==> src/tlf_pkg.sv <==
package tlf_pkg;

  // Default line width; the segment store holds one byte more
  localparam int WIDTH_DEF = 20;
  localparam int CHAR_W    = 8;

  // Character codes
  localparam logic [CHAR_W-1:0] CH_NL     = 8'd10;
  localparam logic [CHAR_W-1:0] CH_TAB    = 8'd9;
  localparam logic [CHAR_W-1:0] CH_SP     = 8'd32;
  localparam logic [CHAR_W-1:0] CH_HYPHEN = 8'd45;

  typedef enum logic [2:0] {
    ST_IDLE,
    ST_READ,
    ST_LOAD,
    ST_HYPH,
    ST_NEWL
  } tlf_state_t;

  // Controller to datapath
  typedef struct packed {
    logic accept;     // input transfer this cycle
    logic rd_issue;   // read next buffered byte
    logic load_data;  // move read data into the output register
    logic load_hyph;  // put a hyphen in the output register
    logic load_nl;    // put the closing newline in the output register
  } tlf_cmd_t;

  // Datapath to controller
  typedef struct packed {
    logic start;      // the byte on the input starts an emission burst
    logic done;       // no buffered bytes left to read
    logic hyph;       // burst ends with a hyphen before the newline
    logic out_free;   // output register can take a byte
  } tlf_stat_t;

endpackage

==> src/text_line_folder_core.sv <==
// Channel  | Ports                         | Contents
// ---------+-------------------------------+----------------------------------
// in_      | tvalid tready tdata[7:0]      | one text byte
// out_     | tvalid tready tdata[7:0] tlast| folded text byte, tlast on final
//
// A byte that only joins the segment is written to the ring and starts no
// burst. A newline after a non-empty segment, or a fold, is accepted and then
// read back from the segment ring (registered read port): each buffered byte
// passes ST_READ then ST_LOAD, followed by an inserted hyphen if any and the
// closing newline. The output register lets the next byte in while the last
// result waits. Reset (rst_n low, synchronous) empties the segment; the
// buffer itself needs no clearing. A stalled output holds the burst.
module text_line_folder_core #(
  parameter int WIDTH = tlf_pkg::WIDTH_DEF
) (
  input  logic                       clk,
  input  logic                       rst_n,
  input  logic                       in_tvalid,
  output logic                       in_tready,
  input  logic [tlf_pkg::CHAR_W-1:0] in_tdata,   // [7:0] char_in
  output logic                       out_tvalid,
  input  logic                       out_tready,
  output logic [tlf_pkg::CHAR_W-1:0] out_tdata,  // [7:0] char_out
  output logic                       out_tlast
);

  tlf_pkg::tlf_cmd_t  cmd;
  tlf_pkg::tlf_stat_t st;

  tlf_ctrl u_ctrl (
    .clk      (clk),
    .rst_n    (rst_n),
    .in_tvalid(in_tvalid),
    .in_tready(in_tready),
    .st       (st),
    .cmd      (cmd)
  );

  tlf_dp #(
    .WIDTH(WIDTH)
  ) u_dp (
    .clk       (clk),
    .rst_n     (rst_n),
    .in_tdata  (in_tdata),
    .out_tvalid(out_tvalid),
    .out_tready(out_tready),
    .out_tdata (out_tdata),
    .out_tlast (out_tlast),
    .cmd       (cmd),
    .st        (st)
  );

`ifndef ASSERT_OFF
  // One action per cycle
  a_one_cmd: assert property (@(posedge clk) disable iff (!rst_n)
    $onehot0({cmd.accept, cmd.rd_issue, cmd.load_data, cmd.load_hyph, cmd.load_nl}))
    else $error("more than one command at once");

  // Never overwrite a byte still waiting at the output
  a_load_free: assert property (@(posedge clk) disable iff (!rst_n)
    (cmd.load_data || cmd.load_hyph || cmd.load_nl) |-> st.out_free)
    else $error("output register overwritten");

  // No input taken in the middle of a burst
  a_no_accept_mid: assert property (@(posedge clk) disable iff (!rst_n)
    cmd.rd_issue |=> !in_tready)
    else $error("input ready during emission");

  // Closing newline shows up flagged as last
  a_nl_last: assert property (@(posedge clk) disable iff (!rst_n)
    cmd.load_nl |=> out_tvalid && out_tlast && out_tdata == tlf_pkg::CH_NL)
    else $error("closing newline missing");
`endif

endmodule

==> src/tlf_ram.sv <==
module tlf_ram #(
  parameter int W = 8,
  parameter int D = 21
) (
  input  logic                 clk,
  input  logic                 we,
  input  logic [$clog2(D)-1:0] waddr,
  input  logic [W-1:0]         wdata,
  input  logic                 re,
  input  logic [$clog2(D)-1:0] raddr,
  output logic [W-1:0]         rdata
);

  logic [W-1:0] mem [D];

  // Write port and registered read port
  always_ff @(posedge clk) begin
    if (we) begin
      mem[waddr] <= wdata;
    end
    if (re) begin
      rdata <= mem[raddr];
    end
  end

endmodule

==> src/tlf_ctrl.sv <==
module tlf_ctrl (
  input  logic              clk,
  input  logic              rst_n,
  input  logic              in_tvalid,
  output logic              in_tready,
  input  tlf_pkg::tlf_stat_t st,
  output tlf_pkg::tlf_cmd_t  cmd
);

  tlf_pkg::tlf_state_t state_r, state_nxt;

  always_ff @(posedge clk) begin
    if (!rst_n) begin
      state_r <= tlf_pkg::ST_IDLE;
    end else begin
      state_r <= state_nxt;
    end
  end

  // Next state
  always_comb begin
    state_nxt = state_r;
    case (state_r)
      tlf_pkg::ST_IDLE: begin
        if (in_tvalid && st.start) state_nxt = tlf_pkg::ST_READ;
      end
      tlf_pkg::ST_READ: begin
        state_nxt = tlf_pkg::ST_LOAD;
      end
      tlf_pkg::ST_LOAD: begin
        if (st.out_free) begin
          if (!st.done)    state_nxt = tlf_pkg::ST_READ;
          else if (st.hyph) state_nxt = tlf_pkg::ST_HYPH;
          else             state_nxt = tlf_pkg::ST_NEWL;
        end
      end
      tlf_pkg::ST_HYPH: begin
        if (st.out_free) state_nxt = tlf_pkg::ST_NEWL;
      end
      tlf_pkg::ST_NEWL: begin
        if (st.out_free) state_nxt = tlf_pkg::ST_IDLE;
      end
      default: state_nxt = tlf_pkg::ST_IDLE;
    endcase
  end

  // Commands
  always_comb begin
    in_tready = 1'b0;
    cmd       = '0;
    case (state_r)
      tlf_pkg::ST_IDLE: begin
        in_tready  = 1'b1;
        cmd.accept = in_tvalid;
      end
      tlf_pkg::ST_READ: cmd.rd_issue  = 1'b1;
      tlf_pkg::ST_LOAD: cmd.load_data = st.out_free;
      tlf_pkg::ST_HYPH: cmd.load_hyph = st.out_free;
      tlf_pkg::ST_NEWL: cmd.load_nl   = st.out_free;
      default: ;
    endcase
  end

endmodule

==> src/tlf_dp.sv <==
module tlf_dp #(
  parameter int WIDTH = tlf_pkg::WIDTH_DEF
) (
  input  logic                       clk,
  input  logic                       rst_n,
  input  logic [tlf_pkg::CHAR_W-1:0] in_tdata,
  output logic                       out_tvalid,
  input  logic                       out_tready,
  output logic [tlf_pkg::CHAR_W-1:0] out_tdata,
  output logic                       out_tlast,
  input  tlf_pkg::tlf_cmd_t           cmd,
  output tlf_pkg::tlf_stat_t          st
);

  localparam int DEPTH = WIDTH + 1;
  localparam int PW    = $clog2(DEPTH);
  localparam int CW    = $clog2(DEPTH + 1);

  // Ring position plus offset, wrapped once
  function automatic logic [PW-1:0] ptr_add(input logic [PW-1:0] base,
                                            input logic [CW-1:0] inc);
    logic [CW:0] s;
    s = (CW+1)'(base) + (CW+1)'(inc);
    if (s >= (CW+1)'(DEPTH)) s = s - (CW+1)'(DEPTH);
    return s[PW-1:0];
  endfunction

  logic [PW-1:0] head_r, head_nxt;
  logic [CW-1:0] count_r, count_nxt;
  logic [CW-1:0] blank_r, blank_nxt;     // rightmost blank past position 0, 0 if none
  logic [PW-1:0] rd_ptr_r, rd_ptr_nxt;
  logic [CW-1:0] left_r, left_nxt;       // bytes still to read
  logic          hyph_r, hyph_nxt;
  logic          out_valid_r, out_valid_nxt;
  logic [tlf_pkg::CHAR_W-1:0] out_data_r, out_data_nxt;
  logic          out_last_r, out_last_nxt;

  logic                       is_nl, is_blank, is_full;
  logic [CW-1:0]              brk;
  logic                       ram_we;
  logic [PW-1:0]              ram_waddr;
  logic [tlf_pkg::CHAR_W-1:0] ram_rdata;

  assign is_nl    = (in_tdata == tlf_pkg::CH_NL);
  assign is_blank = (in_tdata == tlf_pkg::CH_SP) || (in_tdata == tlf_pkg::CH_TAB);
  assign is_full  = (count_r == CW'(WIDTH));
  assign brk      = is_blank ? CW'(WIDTH) : blank_r;

  assign ram_we    = cmd.accept && !is_nl;
  assign ram_waddr = ptr_add(head_r, count_r);

  tlf_ram #(
    .W(tlf_pkg::CHAR_W),
    .D(DEPTH)
  ) u_ram (
    .clk  (clk),
    .we   (ram_we),
    .waddr(ram_waddr),
    .wdata(in_tdata),
    .re   (cmd.rd_issue),
    .raddr(rd_ptr_r),
    .rdata(ram_rdata)
  );

  // Segment bookkeeping
  always_comb begin
    head_nxt   = head_r;
    count_nxt  = count_r;
    blank_nxt  = blank_r;
    rd_ptr_nxt = rd_ptr_r;
    left_nxt   = left_r;
    hyph_nxt   = hyph_r;
    if (cmd.accept) begin
      if (is_nl) begin
        // flush the segment
        count_nxt  = '0;
        blank_nxt  = '0;
        rd_ptr_nxt = head_r;
        left_nxt   = count_r;
        hyph_nxt   = 1'b0;
      end else if (is_full) begin
        // fold: break after the rightmost blank, else split with a hyphen
        rd_ptr_nxt = head_r;
        blank_nxt  = '0;
        if (brk != '0) begin
          left_nxt  = brk + CW'(1);
          head_nxt  = ptr_add(head_r, brk + CW'(1));
          count_nxt = CW'(WIDTH) - brk;
          hyph_nxt  = 1'b0;
        end else begin
          left_nxt  = CW'(WIDTH - 1);
          head_nxt  = ptr_add(head_r, CW'(WIDTH - 1));
          count_nxt = CW'(2);
          hyph_nxt  = 1'b1;
        end
      end else begin
        count_nxt = count_r + CW'(1);
        if (is_blank && count_r != '0) blank_nxt = count_r;
      end
    end else if (cmd.rd_issue) begin
      rd_ptr_nxt = (rd_ptr_r == PW'(DEPTH - 1)) ? '0 : rd_ptr_r + PW'(1);
      left_nxt   = left_r - CW'(1);
    end
  end

  // Output register
  always_comb begin
    out_valid_nxt = out_valid_r && !out_tready;
    out_data_nxt  = out_data_r;
    out_last_nxt  = out_last_r;
    if (cmd.load_data) begin
      out_valid_nxt = 1'b1;
      out_data_nxt  = ram_rdata;
      out_last_nxt  = 1'b0;
    end else if (cmd.load_hyph) begin
      out_valid_nxt = 1'b1;
      out_data_nxt  = tlf_pkg::CH_HYPHEN;
      out_last_nxt  = 1'b0;
    end else if (cmd.load_nl) begin
      out_valid_nxt = 1'b1;
      out_data_nxt  = tlf_pkg::CH_NL;
      out_last_nxt  = 1'b1;
    end
  end

  always_ff @(posedge clk) begin
    if (!rst_n) begin
      head_r      <= '0;
      count_r     <= '0;
      blank_r     <= '0;
      rd_ptr_r    <= '0;
      left_r      <= '0;
      hyph_r      <= 1'b0;
      out_valid_r <= 1'b0;
    end else begin
      head_r      <= head_nxt;
      count_r     <= count_nxt;
      blank_r     <= blank_nxt;
      rd_ptr_r    <= rd_ptr_nxt;
      left_r      <= left_nxt;
      hyph_r      <= hyph_nxt;
      out_valid_r <= out_valid_nxt;
    end
  end

  always_ff @(posedge clk) begin
    out_data_r <= out_data_nxt;
    out_last_r <= out_last_nxt;
  end

  assign out_tvalid  = out_valid_r;
  assign out_tdata   = out_data_r;
  assign out_tlast   = out_last_r;

  assign st.start    = is_nl ? (count_r != '0) : is_full;
  assign st.done     = (left_r == '0);
  assign st.hyph     = hyph_r;
  assign st.out_free = !out_valid_r || out_tready;

endmodule
==> config.mk <==
export PLATFORM = sky130hd
export DESIGN_NAME = text_line_folder_core
export DESIGN_NICKNAME = d
export VERILOG_FILES = /design/src/tlf_pkg.sv /design/src/text_line_folder_core.sv /design/src/tlf_ram.sv /design/src/tlf_ctrl.sv /design/src/tlf_dp.sv
export SDC_FILE = /design/constraint.sdc
export NUM_CORES = 1
export LEC_CHECK = 0
export ABC_CLOCK_PERIOD_IN_PS = 4900
export BUFFER_PORTS_ARGS = -buffer_cell sky130_fd_sc_hd__buf_2
export CAP_MARGIN = 5
export CELL_PAD_IN_SITES_DETAIL_PLACEMENT = 0
export CELL_PAD_IN_SITES_GLOBAL_PLACEMENT = 2
export CORE_MARGIN = 2
export CORE_UTILIZATION = 40
export CTS_CLUSTER_DIAMETER = 200
export CTS_CLUSTER_SIZE = 8
export DETAILED_ROUTE_END_ITERATION = 8
export GPL_ROUTABILITY_DRIVEN = 0
export GPL_TIMING_DRIVEN = 0
export PLACE_DENSITY_LB_ADDON = 0.1
export SETUP_SLACK_MARGIN = 0.1
export SKIP_CTS_REPAIR_TIMING = 1
export SYNTH_ARGS = -nofsm -noshare
export SYNTH_HDL_FRONTEND = slang
export SYNTH_SLANG_ARGS = --single-unit
==> constraint.sdc <==
create_clock -name clk -period 4.9 [get_ports clk]
set_input_delay 0.49 -clock clk [delete_from_list [all_inputs] [get_ports clk]]
set_output_delay 0.49 -clock clk [all_outputs]
set_load 0.05 [all_outputs]
==> reports/metrics.csv <==
stage,metric,value,unit
outcome,outcome,"complete, no violations",
floorplan,Die Y,165,µm
timing,max-slew violations,0,
clocking,Worst-path clk slew,0.06,ns
clocking,CTS sink cnt,215,
yosys,Yosys warnings,0,
detailed_routing,ANT nets after route,0,
timing,slew margin rel.,23.4,%
power_and_ir_drop,P_leak,3.82,nW
cells_and_area,Layout area overhead,13.6,%
power_and_ir_drop,Peak VDD IR,0.351,mV
worst_setup_path,crit path max fanout,10,
yosys,syn nets,821,
detailed_routing,WL/cell,21.8,µm
yosys,Syn Area/Cell,13.3,µm²
timing,RSZ-0062 raised after global routing,true,
floorplan,num ports,23,
detailed_routing,Via density,5.69,
detailed_routing,routed via count,6763,
power_and_ir_drop,NetSw,0.00168,W
clocking,htree depth,1,
clocking,TritonCTS Buffers,30,
timing,Tightest Pin Transition,1.14,ns
cells_and_area,most frequent cells in the layout,"184 x edfxtp_1, 76 x nor2_1, 53 x clkbuf_1",
floorplan,Core Footprint,0.0253,mm²
worst_hold_path,Hold WC Path Type,primary input to flip-flop,
worst_setup_path,CP max stage cell,nor4b_2,
worst_setup_path,Crit. End Element,flip-flop,
yosys,"EDFF count, synth",184,
worst_setup_path,CP Cell Sequence,inv_1 > fa_1 > ha_1 > clkbuf_1 > nor2b_1 > nor2_1 > or3_1 > o22ai_4 > a31oi_1 > nor4b_2 > buf_4,
worst_setup_path,worst path required time,5.13,ns
worst_setup_path,Setup Crit Path Kind,flip-flop to flip-flop,
timing,fin crit share,93.2,%
cells_and_area,layout filler cell count,2243,
cells_and_area,design area,0.0118,mm²
timing,Final Hold Vio Count,0,
clocking,worst-case clock buffer depth,3,
yosys,Synth Instances,781,
clocking,CTS root buf,clkbuf_16,
power_and_ir_drop,Sw Ratio,30.5,%
yosys,ys async rst share,0,%
floorplan,Die ar.,0.0272,mm²
place,DP HPWL,17700,µm
cells_and_area,final core occ,46.5,%
worst_setup_path,WP data arrival,4.80,ns
timing,final setup violation count,0,
cells_and_area,Layout Nets,876,
yosys,Yosys cell types,69,
cells_and_area,"commonest non-fill, non-tap cell in the layout",edfxtp_1,
yosys,Post-Syn Area,0.0104,mm²
power_and_ir_drop,Seq pwr share,40.1,%
timing,crit path time final,4.57,ns
timing,Setup Skew,0.0393,ns
place,placed cell area,0.0109,mm²
floorplan,Initial Util,40.9,%
grt,largest net degree at the start of global routing,27,
floorplan,Std-Cell Rows,58,
grt,vias in the first global route,6662,
detailed_routing,drt first pass iters,7,
cells_and_area,Ant. Diodes,0,
timing,Fmax achieved,0.219,GHz
power_and_ir_drop,pwr dens,467,mW/mm²
detailed_routing,DR iter-0 viols,585,
power_and_ir_drop,Comb power frac,25.5,%
worst_setup_path,CP Launch Type,flip-flop,
place,PortBufs,21,
grt,first-pass GRT wire length,39700,µm
clocking,TritonCTS clock tree,done,
power_and_ir_drop,power share of the clock group,34.4,%
timing,WHS,0.417,ns
detailed_routing,final wirelength,25900,µm
floorplan,die width,165,µm
cells_and_area,layout cells sized above 1,14.9,%
grt,antenna violations before repair,0,
worst_setup_path,CP peak stage delay,0.72,ns
cells_and_area,multi-input gate area in the final layout,0.00394,mm²
cells_and_area,sequential cell area,0.00615,mm²
worst_setup_path,R2R setup slack,0.33,ns
yosys,number of synthesized register bits,215,
grt,total track usage,19.4,%
flow_run,max capacitance violation total,0,
detailed_routing,drc violations,0,
power_and_ir_drop,cell-internal power,0.00383,W
grt,total global routing overflow,0,
yosys,Post-synth top flop,edfxtp_1,
yosys,post-synthesis sequential area ratio,59.3,%
clocking,later-pin clock latency in the skew report,0.56,ns
[per-stage QoR]
| step | instances | total power, W | setup WS (ns) | TNS [ns] |
|---|---|---|---|---|
| floorplan | 781 | 0.00323 | 0.870 | 0 |
| global placement | 1132 | 0.00364 | -1.05 | -8.43 |
| detailed placement | 1133 | 0.00366 | 0.0518 | 0 |
| CTS | 1187 | 0.00555 | 0.329 | 0 |
| global route | 1188 | 0.00576 | -0.0104 | -0.0598 |
| finish | 1188 | 0.00550 | 0.333 | 0 |
[cells by family (layout without fill, tap and decap cells)]
kind of cell / count (synthesis) / count (layout) / share of synthesized area (%)
AO/OA/AOI/OAI: 156 / 156 / 10.1
XOR/XNOR: 20 / 20 / 1.83
adder cells (fa/ha/maj): 28 / 28 / 3.52
buffers and inverters: 72 / 149 / 2.85
flip-flops: 215 / 215 / 59.3
multiplexers: 60 / 60 / 11.6
AND/OR/NAND/NOR: 230 / 230 / 10.8
[area by class of cell]
type	count	area share, %
inverters	27	0.860
clock buffers	53	7.11
well taps	330	3.51
repair buffers	23	1.02
plain buffers	45	1.65
flip-flops and latches	215	52.2
multi-input cells	494	33.4
clock inverters	1	0.255
[registers in the layout (all words and copies together), names as in the netlist, 3 cells and up]
register          count
u_dp.u_ram.mem      168
u_dp.count_r          5
u_dp.head_r           5
u_ctrl.state_r        3
u_dp.u_ram.rdata      8
u_dp.out_tdata        8
u_dp.left_r           5
u_dp.rd_ptr_r         5
u_dp.blank_r          5
[Yosys cell counts (3+ instances only)]
cell type  number  area share (%)
a221oi_1        3            0.25
mux2i_1        12             1.2
and2_1          9            0.54
a211oi_1        7            0.51
clkbuf_1       30             1.1
o2bb2ai_1       3            0.25
xnor2_1        13             1.1
o21a_1          5            0.36
nor2_1         77             2.8
buf_1           5            0.18
a31oi_1         9            0.54
nor4b_1         3            0.25
and3_1          4            0.24
o21ai_0        38             1.8
o221ai_1        3            0.25
or3_1           5            0.30
inv_1          27            0.98
nor2b_1        13            0.78
edfxtp_1      184              53
a21oi_1        42             2.0
xor2_1          5            0.42
dfxtp_1        31             6.0
o211a_1         3            0.29
nand3_1        26             1.3
nand2_1        43             1.6
nand4_1         4            0.24
nor3_1         20            0.97
mux4_2         48              10
ha_1           26             3.1
a22oi_1         5            0.36
nand2b_1        5            0.30
buf_2           8            0.39
nor4_1          6            0.36
a22o_1          3            0.25
a41oi_1         5            0.42
[per-layer routing]
metal	vias up	wire [µm]	share of wire, %	global-route usage [%]
li1	3136	-	-	-
met2	199	12500	48	32.6
met5	-	0	0	0
met4	0	394	1.5	4.03
met1	3399	11800	46	27.0
met3	29	1200	4.6	2.59
[worst paths after layout]
path | from | cells after the start | end
setup / recovery | u_dp.head_r[1] | 11 | u_dp.u_ram.mem[20][4]
hold / removal | in_tdata[2] | 1 | u_dp.u_ram.mem[3][2]
setup reg to reg | u_dp.head_r[1] | 11 | u_dp.u_ram.mem[20][4]
hold reg to reg | u_dp.left_r[4] | 2 | u_dp.left_r[4]
[power by group through the flow]
stage | registers (W) | clock network, W | logic, W
floorplan | 0.00230 | 0 | 0.000934
global placement | 0.00224 | 0 | 0.00140
detailed placement | 0.00224 | 0 | 0.00141
CTS | 0.00221 | 0.00193 | 0.00142
global route | 0.00222 | 0.00201 | 0.00154
finish | 0.00221 | 0.00190 | 0.00140
[worst max-delay path: cells and delay by family (launching register included)]
kind | cells | cell delay [ns]
adders and majority gates | 2 | 0.81
AOI/OAI and AO/OA | 2 | 0.60
buffers and inverters | 3 | 0.85
DFF | 1 | 0.60
and+or+nand+nor | 4 | 1.40
Note: power is estimated with default switching activity, not from simulation.
